**config.mk**
```make
export PLATFORM = sky130hd
export DESIGN_NAME = peer_delay_measurement_core
export DESIGN_NICKNAME = d
export VERILOG_FILES = /design/src/rtl/pdm_pkg.sv /design/src/rtl/pdm_ctrl.sv /design/src/rtl/pdm_result.sv /design/src/rtl/pdm_outq.sv /design/src/rtl/peer_delay_measurement_core.sv
export SDC_FILE = /design/constraint.sdc
export NUM_CORES = 2
export LEC_CHECK = 0
export ABC_CLOCK_PERIOD_IN_PS = 13600
export BUFFER_PORTS_ARGS = -buffer_cell sky130_fd_sc_hd__buf_2
export CAP_MARGIN = 10
export CORE_MARGIN = 5
export CORE_UTILIZATION = 45
export CTS_BUF_LIST = sky130_fd_sc_hd__clkbuf_16
export DETAILED_ROUTE_END_ITERATION = 8
export SLEW_MARGIN = 0
export SYNTH_ARGS = -nofsm -noshare
export SYNTH_HDL_FRONTEND = slang
export SYNTH_SLANG_ARGS = --single-unit
```
**constraint.sdc**
```tcl
create_clock -name clk_i -period 13.6 [get_ports clk_i]
set_input_delay 2.72 -clock clk_i [delete_from_list [all_inputs] [get_ports clk_i]]
set_output_delay 2.72 -clock clk_i [all_outputs]
set_load 0.02 [all_outputs]
```
**src/rtl/pdm_pkg.sv**
```systemverilog
// Package for the peer delay measurement core: codes, payload structs and
// shared constants. No dependencies.
package pdm_pkg;

  localparam int unsigned MaxDelayNsDefault = 50000;
  localparam int unsigned QueueDepthDefault = 8;

  localparam int unsigned TimeW = 48;
  localparam int unsigned SeqW  = 16;
  localparam int unsigned ClkW  = 64;
  localparam int unsigned PortW = 16;
  localparam int unsigned DlyW  = 15;
  localparam int unsigned CfgW  = 16;
  localparam int unsigned CfgIdxW = 1;

  localparam logic [CfgIdxW-1:0] CFG_REPEAT  = 1'b0;
  localparam logic [CfgIdxW-1:0] CFG_TIMEOUT = 1'b1;

  localparam logic [CfgW-1:0] RepeatTicksRst  = 16'd1000;
  localparam logic [CfgW-1:0] TimeoutTicksRst = 16'd1000;

  typedef enum logic [2:0] {
    MODE_TICK    = 3'd0,
    MODE_ENABLE  = 3'd1,
    MODE_PEERREQ = 3'd2,
    MODE_RESP    = 3'd3,
    MODE_FLWUP   = 3'd4,
    MODE_TXTIME  = 3'd5
  } mode_e;

  typedef enum logic [2:0] {
    KIND_REQ   = 3'd0,
    KIND_RESP  = 3'd1,
    KIND_FLWUP = 3'd2,
    KIND_MEAS  = 3'd3,
    KIND_NEG   = 3'd4,
    KIND_LARGE = 3'd5
  } kind_e;

  typedef enum logic [1:0] {
    PH_INIT  = 2'd0,
    PH_IDLE  = 2'd1,
    PH_RESP  = 2'd2,
    PH_FLWUP = 2'd3
  } phase_e;

  // What the control stage hands to the result stage
  typedef enum logic [1:0] {
    EV_NONE = 2'd0,
    EV_REQ  = 2'd1,
    EV_PEER = 2'd2,
    EV_MEAS = 2'd3
  } ev_e;

  typedef struct packed {
    logic [2:0]       mode;
    logic [TimeW-1:0] local_time;
    logic [TimeW-1:0] body_time;
    logic [SeqW-1:0]  seq_id;
    logic [ClkW-1:0]  port_clock_id;
    logic [PortW-1:0] port_number;
  } pdm_in_t;

  typedef struct packed {
    logic [2:0]       kind;
    logic [SeqW-1:0]  out_seq;
    logic [TimeW-1:0] out_time;
    logic [ClkW-1:0]  out_clock_id;
    logic [PortW-1:0] out_port;
    logic [DlyW-1:0]  delay_ns;
    logic             last;
  } pdm_out_t;

  typedef struct packed {
    ev_e              op;
    logic [SeqW-1:0]  seq;
    logic [TimeW-1:0] tm;
    logic [ClkW-1:0]  clk_id;
    logic [PortW-1:0] port;
    logic [TimeW-1:0] d0;   // t4 - t1
    logic [TimeW-1:0] d1;   // t3 - t2
  } ev_t;

  // Number of results an event produces
  function automatic logic [1:0] ev_count(ev_e op);
    logic [1:0] n;
    case (op)
      EV_REQ:  n = 2'd1;
      EV_PEER: n = 2'd2;
      EV_MEAS: n = 2'd1;
      default: n = 2'd0;
    endcase
    return n;
  endfunction

endpackage

```
**src/rtl/pdm_ctrl.sv**
```systemverilog
// Control stage: phase machine, timers, timestamps and config registers.
// Depends on pdm_pkg.
module pdm_ctrl (
  input  logic             clk_i,
  input  logic             rst_ni,
  input  logic             accept_i,
  input  pdm_pkg::pdm_in_t in_i,
  input  logic             cfg_we_i,
  input  logic [pdm_pkg::CfgIdxW-1:0] cfg_idx_i,
  input  logic [pdm_pkg::CfgW-1:0]    cfg_data_i,
  output pdm_pkg::ev_t     ev_o
);
  import pdm_pkg::*;

  logic [CfgW-1:0]  repeat_ticks_q, timeout_ticks_q;
  phase_e           phase_q, phase_d;
  logic [SeqW-1:0]  rep_cnt_q, rep_cnt_d, to_cnt_q, to_cnt_d, seq_q, seq_d;
  logic [TimeW-1:0] t1_q, t1_d, t2_q, t2_d, t4_q, t4_d, d0_q, d0_d;
  ev_e              op_d, op_q;
  ev_t              rec_d, rec_q;
  mode_e            mode;
  logic [SeqW-1:0]  rep_inc, to_inc;
  logic             is_tick, rep_fire, to_fire, send;

  assign mode     = mode_e'(in_i.mode);
  assign is_tick  = accept_i && (mode == MODE_TICK);
  assign rep_inc  = rep_cnt_q + 16'd1;
  assign to_inc   = to_cnt_q + 16'd1;
  assign rep_fire = rep_inc >= repeat_ticks_q;
  assign to_fire  = to_inc >= timeout_ticks_q;
  assign send     = is_tick && (((phase_q == PH_IDLE) && rep_fire) ||
                                ((phase_q == PH_RESP) && to_fire));

  // next phase
  always_comb begin
    phase_d = phase_q;
    if (send) begin
      phase_d = PH_RESP;
    end else if (accept_i) begin
      case (mode)
        MODE_ENABLE: if (phase_q == PH_INIT)  phase_d = PH_IDLE;
        MODE_RESP:   if (phase_q == PH_RESP)  phase_d = PH_FLWUP;
        MODE_FLWUP:  if (phase_q == PH_FLWUP) phase_d = PH_IDLE;
        default:     phase_d = phase_q;
      endcase
    end
  end

  // counters, timestamps and event record
  always_comb begin
    rep_cnt_d = rep_cnt_q;
    to_cnt_d  = to_cnt_q;
    seq_d     = seq_q;
    t1_d      = t1_q;
    t2_d      = t2_q;
    t4_d      = t4_q;
    d0_d      = d0_q;
    op_d      = EV_NONE;
    rec_d.op     = EV_NONE;
    rec_d.seq    = in_i.seq_id;
    rec_d.tm     = in_i.local_time;
    rec_d.clk_id = in_i.port_clock_id;
    rec_d.port   = in_i.port_number;
    rec_d.d0     = d0_q;
    rec_d.d1     = in_i.body_time - t2_q;
    if (accept_i) begin
      case (mode)
        MODE_TICK: begin
          if (phase_q == PH_IDLE) begin
            rep_cnt_d = rep_fire ? '0 : rep_inc;
          end else if (phase_q == PH_RESP) begin
            to_cnt_d = to_inc;
          end
          if (send) begin
            t1_d      = '0;
            t2_d      = '0;
            t4_d      = '0;
            d0_d      = '0;
            to_cnt_d  = '0;
            rec_d.seq = seq_q;
            seq_d     = seq_q + 16'd1;
            op_d      = EV_REQ;
          end
        end
        MODE_ENABLE: begin
          if (phase_q == PH_INIT) rep_cnt_d = '0;
        end
        MODE_PEERREQ: begin
          if (phase_q != PH_INIT) op_d = EV_PEER;
        end
        MODE_RESP: begin
          if (phase_q == PH_RESP) begin
            t2_d = in_i.body_time;
            t4_d = in_i.local_time;
            d0_d = in_i.local_time - t1_q;
          end
        end
        MODE_FLWUP: begin
          if (phase_q == PH_FLWUP) begin
            op_d      = EV_MEAS;
            rep_cnt_d = '0;
          end
        end
        MODE_TXTIME: begin
          if (phase_q == PH_RESP || phase_q == PH_FLWUP) begin
            t1_d = in_i.local_time;
            d0_d = t4_q - in_i.local_time;
          end
        end
        default: ;
      endcase
    end
  end

  always_ff @(posedge clk_i or negedge rst_ni) begin
    if (!rst_ni) begin
      repeat_ticks_q  <= RepeatTicksRst;
      timeout_ticks_q <= TimeoutTicksRst;
      phase_q   <= PH_INIT;
      rep_cnt_q <= '0;
      to_cnt_q  <= '0;
      seq_q     <= '0;
      t1_q      <= '0;
      t2_q      <= '0;
      t4_q      <= '0;
      d0_q      <= '0;
      op_q      <= EV_NONE;
    end else begin
      if (cfg_we_i && cfg_idx_i == CFG_REPEAT)  repeat_ticks_q  <= cfg_data_i;
      if (cfg_we_i && cfg_idx_i == CFG_TIMEOUT) timeout_ticks_q <= cfg_data_i;
      phase_q   <= phase_d;
      rep_cnt_q <= rep_cnt_d;
      to_cnt_q  <= to_cnt_d;
      seq_q     <= seq_d;
      t1_q      <= t1_d;
      t2_q      <= t2_d;
      t4_q      <= t4_d;
      d0_q      <= d0_d;
      op_q      <= op_d;
    end
  end

  // record payload, no reset needed
  always_ff @(posedge clk_i) begin
    rec_q <= rec_d;
  end

  always_comb begin
    ev_o    = rec_q;
    ev_o.op = op_q;
  end

endmodule

```
**src/rtl/pdm_result.sv**
```systemverilog
// Result stage: turns a registered event into up to two result transactions,
// including the delay subtract and range checks. Depends on pdm_pkg.
module pdm_result #(
  parameter int unsigned MAX_DELAY_NS = pdm_pkg::MaxDelayNsDefault
) (
  input  pdm_pkg::ev_t     ev_i,
  output logic [1:0]       push_n_o,
  output pdm_pkg::pdm_out_t res0_o,
  output pdm_pkg::pdm_out_t res1_o
);
  import pdm_pkg::*;

  logic [TimeW:0]   diff;
  logic             neg, too_big;

  assign diff    = {1'b0, ev_i.d0} - {1'b0, ev_i.d1};
  assign neg     = diff[TimeW];
  assign too_big = diff[TimeW-1:0] > TimeW'(MAX_DELAY_NS);

  assign push_n_o = ev_count(ev_i.op);

  always_comb begin
    res0_o = '0;
    res1_o = '0;
    case (ev_i.op)
      EV_REQ: begin
        res0_o.kind    = KIND_REQ;
        res0_o.out_seq = ev_i.seq;
        res0_o.last    = 1'b1;
      end
      EV_PEER: begin
        res0_o.kind         = KIND_RESP;
        res0_o.out_seq      = ev_i.seq;
        res0_o.out_time     = ev_i.tm;
        res0_o.out_clock_id = ev_i.clk_id;
        res0_o.out_port     = ev_i.port;
        res1_o.kind         = KIND_FLWUP;
        res1_o.out_seq      = ev_i.seq;
        res1_o.out_clock_id = ev_i.clk_id;
        res1_o.out_port     = ev_i.port;
        res1_o.last         = 1'b1;
      end
      EV_MEAS: begin
        res0_o.last = 1'b1;
        if (neg) begin
          res0_o.kind = KIND_NEG;
        end else if (too_big) begin
          res0_o.kind = KIND_LARGE;
        end else begin
          res0_o.kind     = KIND_MEAS;
          res0_o.delay_ns = diff[DlyW:1];  // half round trip
        end
      end
      default: ;
    endcase
  end

endmodule

```
**src/rtl/pdm_outq.sv**
```systemverilog
// Output queue: takes up to two results per cycle, presents one per cycle.
// Depends on pdm_pkg.
module pdm_outq #(
  parameter int unsigned DEPTH = pdm_pkg::QueueDepthDefault
) (
  input  logic              clk_i,
  input  logic              rst_ni,
  input  logic [1:0]        push_n_i,
  input  pdm_pkg::pdm_out_t res0_i,
  input  pdm_pkg::pdm_out_t res1_i,
  input  logic              pop_i,
  output logic [$clog2(DEPTH+1)-1:0] count_o,
  output pdm_pkg::pdm_out_t head_o
);
  import pdm_pkg::*;

  localparam int unsigned PtrW = $clog2(DEPTH);
  localparam int unsigned CntW = $clog2(DEPTH+1);

  pdm_out_t        mem_q [DEPTH];
  logic [PtrW-1:0] wr_q, rd_q, wr1;
  logic [CntW-1:0] count_q;

  function automatic logic [PtrW-1:0] ptr_inc(logic [PtrW-1:0] p);
    return (p == PtrW'(DEPTH-1)) ? '0 : p + 1'b1;
  endfunction

  assign wr1     = ptr_inc(wr_q);
  assign count_o = count_q;
  assign head_o  = mem_q[rd_q];

  always_ff @(posedge clk_i) begin
    if (push_n_i != 2'd0) mem_q[wr_q] <= res0_i;
    if (push_n_i == 2'd2) mem_q[wr1]  <= res1_i;
  end

  always_ff @(posedge clk_i or negedge rst_ni) begin
    if (!rst_ni) begin
      wr_q    <= '0;
      rd_q    <= '0;
      count_q <= '0;
    end else begin
      if (push_n_i == 2'd1) wr_q <= wr1;
      if (push_n_i == 2'd2) wr_q <= ptr_inc(wr1);
      if (pop_i) rd_q <= ptr_inc(rd_q);
      count_q <= count_q + CntW'(push_n_i) - CntW'(pop_i);
    end
  end

endmodule

```
**src/rtl/peer_delay_measurement_core.sv**
```systemverilog
// Top level of the peer delay measurement core: control stage, result stage
// and output queue. Depends on pdm_pkg, pdm_ctrl, pdm_result, pdm_outq.
//
//   channel | direction | handshake                | payload
//   --------+-----------+--------------------------+------------
//   in      | into core | in_valid_i / in_stall_o  | pdm_in_t
//   out     | from core | out_valid_o / out_stall_i| pdm_out_t
//   cfg     | into core | cfg_we_i, cfg_idx_i      | cfg_data_i
//
// One input transaction per cycle while in_stall_o is low. An accepted item
// updates phase, timers and timestamps at that edge and is registered as an
// event; its results are built from that event in the next cycle and written
// into the output queue at the end of that cycle.
// A peer request yields two results, so the output side drains at most one
// per cycle and sets the long-run rate for request bursts.
// in_stall_o rises only when the queue might not have room for the results
// of the item in the result stage plus two more.
// Reset (async, active low) returns to the init phase with empty queue and
// config registers at 1000 ticks each.
module peer_delay_measurement_core #(
  parameter int unsigned MAX_DELAY_NS = pdm_pkg::MaxDelayNsDefault,
  parameter int unsigned QUEUE_DEPTH  = pdm_pkg::QueueDepthDefault
) (
  input  logic                        clk_i,
  input  logic                        rst_ni,
  input  logic                        in_valid_i,
  output logic                        in_stall_o,
  input  pdm_pkg::pdm_in_t            in_data_i,
  output logic                        out_valid_o,
  input  logic                        out_stall_i,
  output pdm_pkg::pdm_out_t           out_data_o,
  input  logic                        cfg_we_i,
  input  logic [pdm_pkg::CfgIdxW-1:0] cfg_idx_i,
  input  logic [pdm_pkg::CfgW-1:0]    cfg_data_i
);
  import pdm_pkg::*;

  localparam int unsigned CntW = $clog2(QUEUE_DEPTH+1);
  localparam int unsigned SumW = CntW + 1;

  ev_t             ev;
  logic [1:0]      push_n;
  pdm_out_t        res0, res1;
  logic [CntW-1:0] count;
  logic [SumW-1:0] need;
  logic            accept, pop;

  // worst case fill after the staged event and one more item
  assign need       = SumW'(count) + SumW'(push_n) + SumW'(2);
  assign in_stall_o = need > SumW'(QUEUE_DEPTH);
  assign accept     = in_valid_i && !in_stall_o;

  assign out_valid_o = count != '0;
  assign pop         = out_valid_o && !out_stall_i;

  pdm_ctrl u_ctrl (
    .clk_i      (clk_i),
    .rst_ni     (rst_ni),
    .accept_i   (accept),
    .in_i       (in_data_i),
    .cfg_we_i   (cfg_we_i),
    .cfg_idx_i  (cfg_idx_i),
    .cfg_data_i (cfg_data_i),
    .ev_o       (ev)
  );

  pdm_result #(
    .MAX_DELAY_NS (MAX_DELAY_NS)
  ) u_result (
    .ev_i     (ev),
    .push_n_o (push_n),
    .res0_o   (res0),
    .res1_o   (res1)
  );

  pdm_outq #(
    .DEPTH (QUEUE_DEPTH)
  ) u_outq (
    .clk_i    (clk_i),
    .rst_ni   (rst_ni),
    .push_n_i (push_n),
    .res0_i   (res0),
    .res1_i   (res1),
    .pop_i    (pop),
    .count_o  (count),
    .head_o   (out_data_o)
  );

endmodule

```
==> impl_metrics.env <==
export IMPL_synth_seq_cells=1830
export IMPL_crit_chain="buf_4 -> buf_4 -> mux4_2 -> mux2_2 -> buf_2"
export IMPL_grt_overflow_total=0
export IMPL_dieHeight_um=441
export IMPL_fin_ws_ns=6.34
export IMPL_status="completed"
export IMPL_ant_nets=0
export IMPL_post_route_util=0.507
export IMPL_synth_cell_type_count=83
export IMPL_worstPathArrival_ns=4.54
export IMPL_p_int_mw=11.3
export IMPL_slowest_delay_ns=1.02
export IMPL_syn_num_nets=8151
export IMPL_dr_wl_met2_um=121000
export IMPL_rows=158
export IMPL_power_density_mw_per_mm2=185
export IMPL_rrSetupSlack_ns=6.76
export IMPL_drc=0
export IMPL_pwr_share_comb=0.329
export IMPL_cts_clk_slew_worst_paths_ns=0.06
export IMPL_cts_max_level=4
export IMPL_detail_route_wl_per_cell_um=23.0
export IMPL_ff2ff_path_depth=19
export IMPL_highest_layer="met5"
export IMPL_dieArea_mm2=0.195
export IMPL_cp_buffers_inverters=3
export IMPL_cpLargestDelayFamily="buffers and inverters"
export IMPL_io_buffers=381
export IMPL_hold_worst_slack_ns=0.369
export IMPL_cp_required_ns=10.88
export IMPL_setup_tns_ns=0
export IMPL_finalCriticalPeriod_ns=7.26
export IMPL_ctsResizeCount=0
export IMPL_numCtsBuffers=193
export IMPL_hold_viol_final=0
export IMPL_drt_initial_drc_count=4779
export IMPL_cap_violations=0
export IMPL_wirelength_met1_um=97300
export IMPL_drive_above_1_share=0.163
export IMPL_syn_area_mm2=0.0837
export IMPL_ys_warn_count=0
export IMPL_dr_wl_met3_um=14000
export IMPL_synth_main_ff_cell="edfxtp_1"
export IMPL_min_path_type="reg -> reg"
export IMPL_swShare=0.348
export IMPL_grt_max_degree=113
export IMPL_grt_pass1_wl_um=365000
export IMPL_r2r_start="u_ctrl.op_q[0]"
export IMPL_synthCells=7685
export IMPL_period_share=0.534
export IMPL_hold_depth=0
export IMPL_netSwitchingPower_mw=6.04
export IMPL_setup_viol=0
export IMPL_rsz0062_at_grt="no"
export IMPL_nets=8317
export IMPL_clkSinkCount=1830
export IMPL_cts_tree="done"
export IMPL_r2r_end="u_ctrl.t2_q[12]"
export IMPL_cts_setup_buffers=0
export IMPL_hold_start="u_ctrl.d0_q[5]"
export IMPL_drt_pass1_iterations=6
export IMPL_vdd_drop_max_mv=0.178
export IMPL_critical_path_max_fanout=64
export IMPL_initial_utilization=0.452
export IMPL_antenna_found_initial=19
export IMPL_wl_um=242000
export IMPL_grt_pass1_vias=59821
export IMPL_criticalPathCategory="reg -> out"
export IMPL_clkPwrFrac=0.292
export IMPL_clock_latency_ns=0.83
export IMPL_worst_pin_slew_ns=1.26
export IMPL_critPathSlowestCell="dfrtp_4"
export IMPL_holdBufCountCts=0
export IMPL_viasPerCell=5.66
export IMPL_crit_top_cell="buf_4"
export IMPL_die_x_um=441
export IMPL_place_congestion=0.895
export IMPL_cp_end_kind="output pin"
export IMPL_syn_area_per_cell_um2=10.9
export IMPL_yosysSeqAreaShare=0.549
export IMPL_synth_edf_count=784
export IMPL_grt_usage=0.244
export IMPL_core_area_mm2=0.185
export IMPL_slew_viol_final=0
export IMPL_synthArstFlopShare=0.156
export IMPL_placed_cells=10136
export IMPL_fmax_mhz=138
export IMPL_hpwl_um=149000
export IMPL_start_kind="flip-flop"
export IMPL_num_vias=59454
export IMPL_cts_root_buf="clkbuf_16"
export IMPL_leakage_nw=35.1
export IMPL_layoutNonFillerInstCount=10501
export IMPL_post_place_ws_ns=6.78
export IMPL_fin_worst_skew_ns=0.0632
export IMPL_final_common_cell="nor2_1"
export IMPL_pwr_share_seq=0.379
export IMPL_timing_slew_headroom=0.163
export IMPL_areaGrowthSynthToFinish_pct=12.1
export IMPL_final_cell_mix="nor2_1 (1063), edfxtp_1 (784), dfxtp_1 (760), nand2_1 (695), o21ai_0 (612)"
export IMPL_ios=382
export IMPL_whs_endpoint="u_ctrl.ev_o[53]"
export IMPL_cts_path_max_buffers=3
[routing by layer]
metal / track usage / vias to the layer above
met3: 0.0375 / 393
met1: 0.306 / 29446
met4: 0.0861 / 14
met5: 0 / -
met2: 0.431 / 1774
li1: - / 27827
[layout make-up]
cell class | instances | area (um2)
diodes | 7 | 17.5
well taps | 2480 | 3100
multi-input cells | 5051 | 34900
fillers | 16721 | 91400
flip-flops and latches | 1830 | 45900
repair buffers | 465 | 2570
inverters | 310 | 1180
clock buffers | 203 | 5080
clock inverters | 155 | 1030
[power by group through the flow]
stage          clock, mW  sequential (mW)  combinational (mW)
2_1_floorplan          0             6.51                4.13
3_3_place_gp           0             6.68                5.71
3_5_place_dp           0             6.70                5.74
4_1_cts             5.17             6.59                5.76
5_1_grt             5.40             6.63                6.19
6_report            5.06             6.58                5.71
[state kept, by name (all words and copies together), names as in the netlist, 4 cells and up]
register / count
u_ctrl.to_cnt_q: 16
u_ctrl.d0_q: 48
u_ctrl.repeat_ticks_q: 16
u_ctrl.t2_q: 48
u_ctrl.rep_cnt_q: 16
u_ctrl.ev_o: 240
u_outq.count_o: 4
u_ctrl.t1_q: 48
u_outq.mem_q: 1304
u_ctrl.timeout_ticks_q: 16
u_ctrl.seq_q: 16
u_ctrl.t4_q: 48
[stage by stage]
step	area, um2	power [mW]
5_1_grt	93900	18.2
4_1_cts	93900	17.5
3_5_place_dp	87700	12.4
6_report	93900	17.4
2_1_floorplan	83700	10.6
3_3_place_gp	87700	12.4
[worst register-to-register path, stage by stage (launching register included)]
cell	delay [ns]
dfrtp_1	0.42
inv_1	0.16
ha_4	0.37
inv_1	0.11
ha_1	0.32
inv_1	0.06
ha_1	0.22
fa_1	0.47
nor3_1	0.19
o21ai_0	0.11
a21oi_1	0.37
nand2_1	0.35
or3_1	0.52
or3b_4	0.68
a21o_2	0.38
buf_4	0.27
nor2_4	0.85
buf_4	0.63
nand2_1	0.14
o31ai_1	0.09
[cells in the mapped netlist, types with 28 or more instances]
master    instances  share of area
nor3_1           49         0.0029
xor2_1           77         0.0081
mux4_2          326          0.088
mux2_2          182          0.024
nand3_1         413          0.025
nand2b_1         53         0.0040
o21a_1           33         0.0030
a31oi_1          28         0.0021
dfrtp_1         274          0.082
a21oi_1         311          0.019
xnor2_1         127          0.013
and2_1           49         0.0037
o31ai_1         163          0.015
nor2b_1         127         0.0095
buf_1            85         0.0038
dfxtp_1         760           0.18
o21ai_0         613          0.037
edfxtp_1        784           0.28
nand4_1          42         0.0031
ha_1            243          0.036
a221oi_1         35         0.0037
nor2_1         1073          0.048
inv_1           309          0.014
nand2_1         698          0.031
a21o_1           97         0.0087
clkbuf_1        403          0.018
and3_1           30         0.0022
[kinds of logic (layout without fill, tap and decap cells)]
group                    after synthesis  count (layout)  share of synthesized area
AO/OA/AOI/OAI                       1477            1477                      0.107
multiplexers                         513             513                      0.113
AND/OR/NAND/NOR                     2608            2608                      0.136
buffers and inverters                804            1133                     0.0364
flip-flops                          1830            1830                      0.549
other                                  0               7                          0
XOR/XNOR                             204             204                     0.0213
adder cells (fa/ha/maj)              249             249                     0.0378
[worst max path at each step]
stage | cells after the start | from | endpoint
final | 5 | u_outq.rd_q[1] | out_data_o[147]
after global routing | 5 | u_outq.rd_q[0] | out_data_o[86]
after CTS | 5 | u_outq.rd_q[0] | out_data_o[156]
after detailed placement | 19 | u_ctrl.op_q[0] | u_ctrl.t2_q[26]
after global placement | 10 | in_valid_i | u_ctrl.t2_q[3]
after floorplan | 15 | in_data_i[144] | u_ctrl.d0_q[46]
Note: power is estimated with default switching activity, not from simulation.
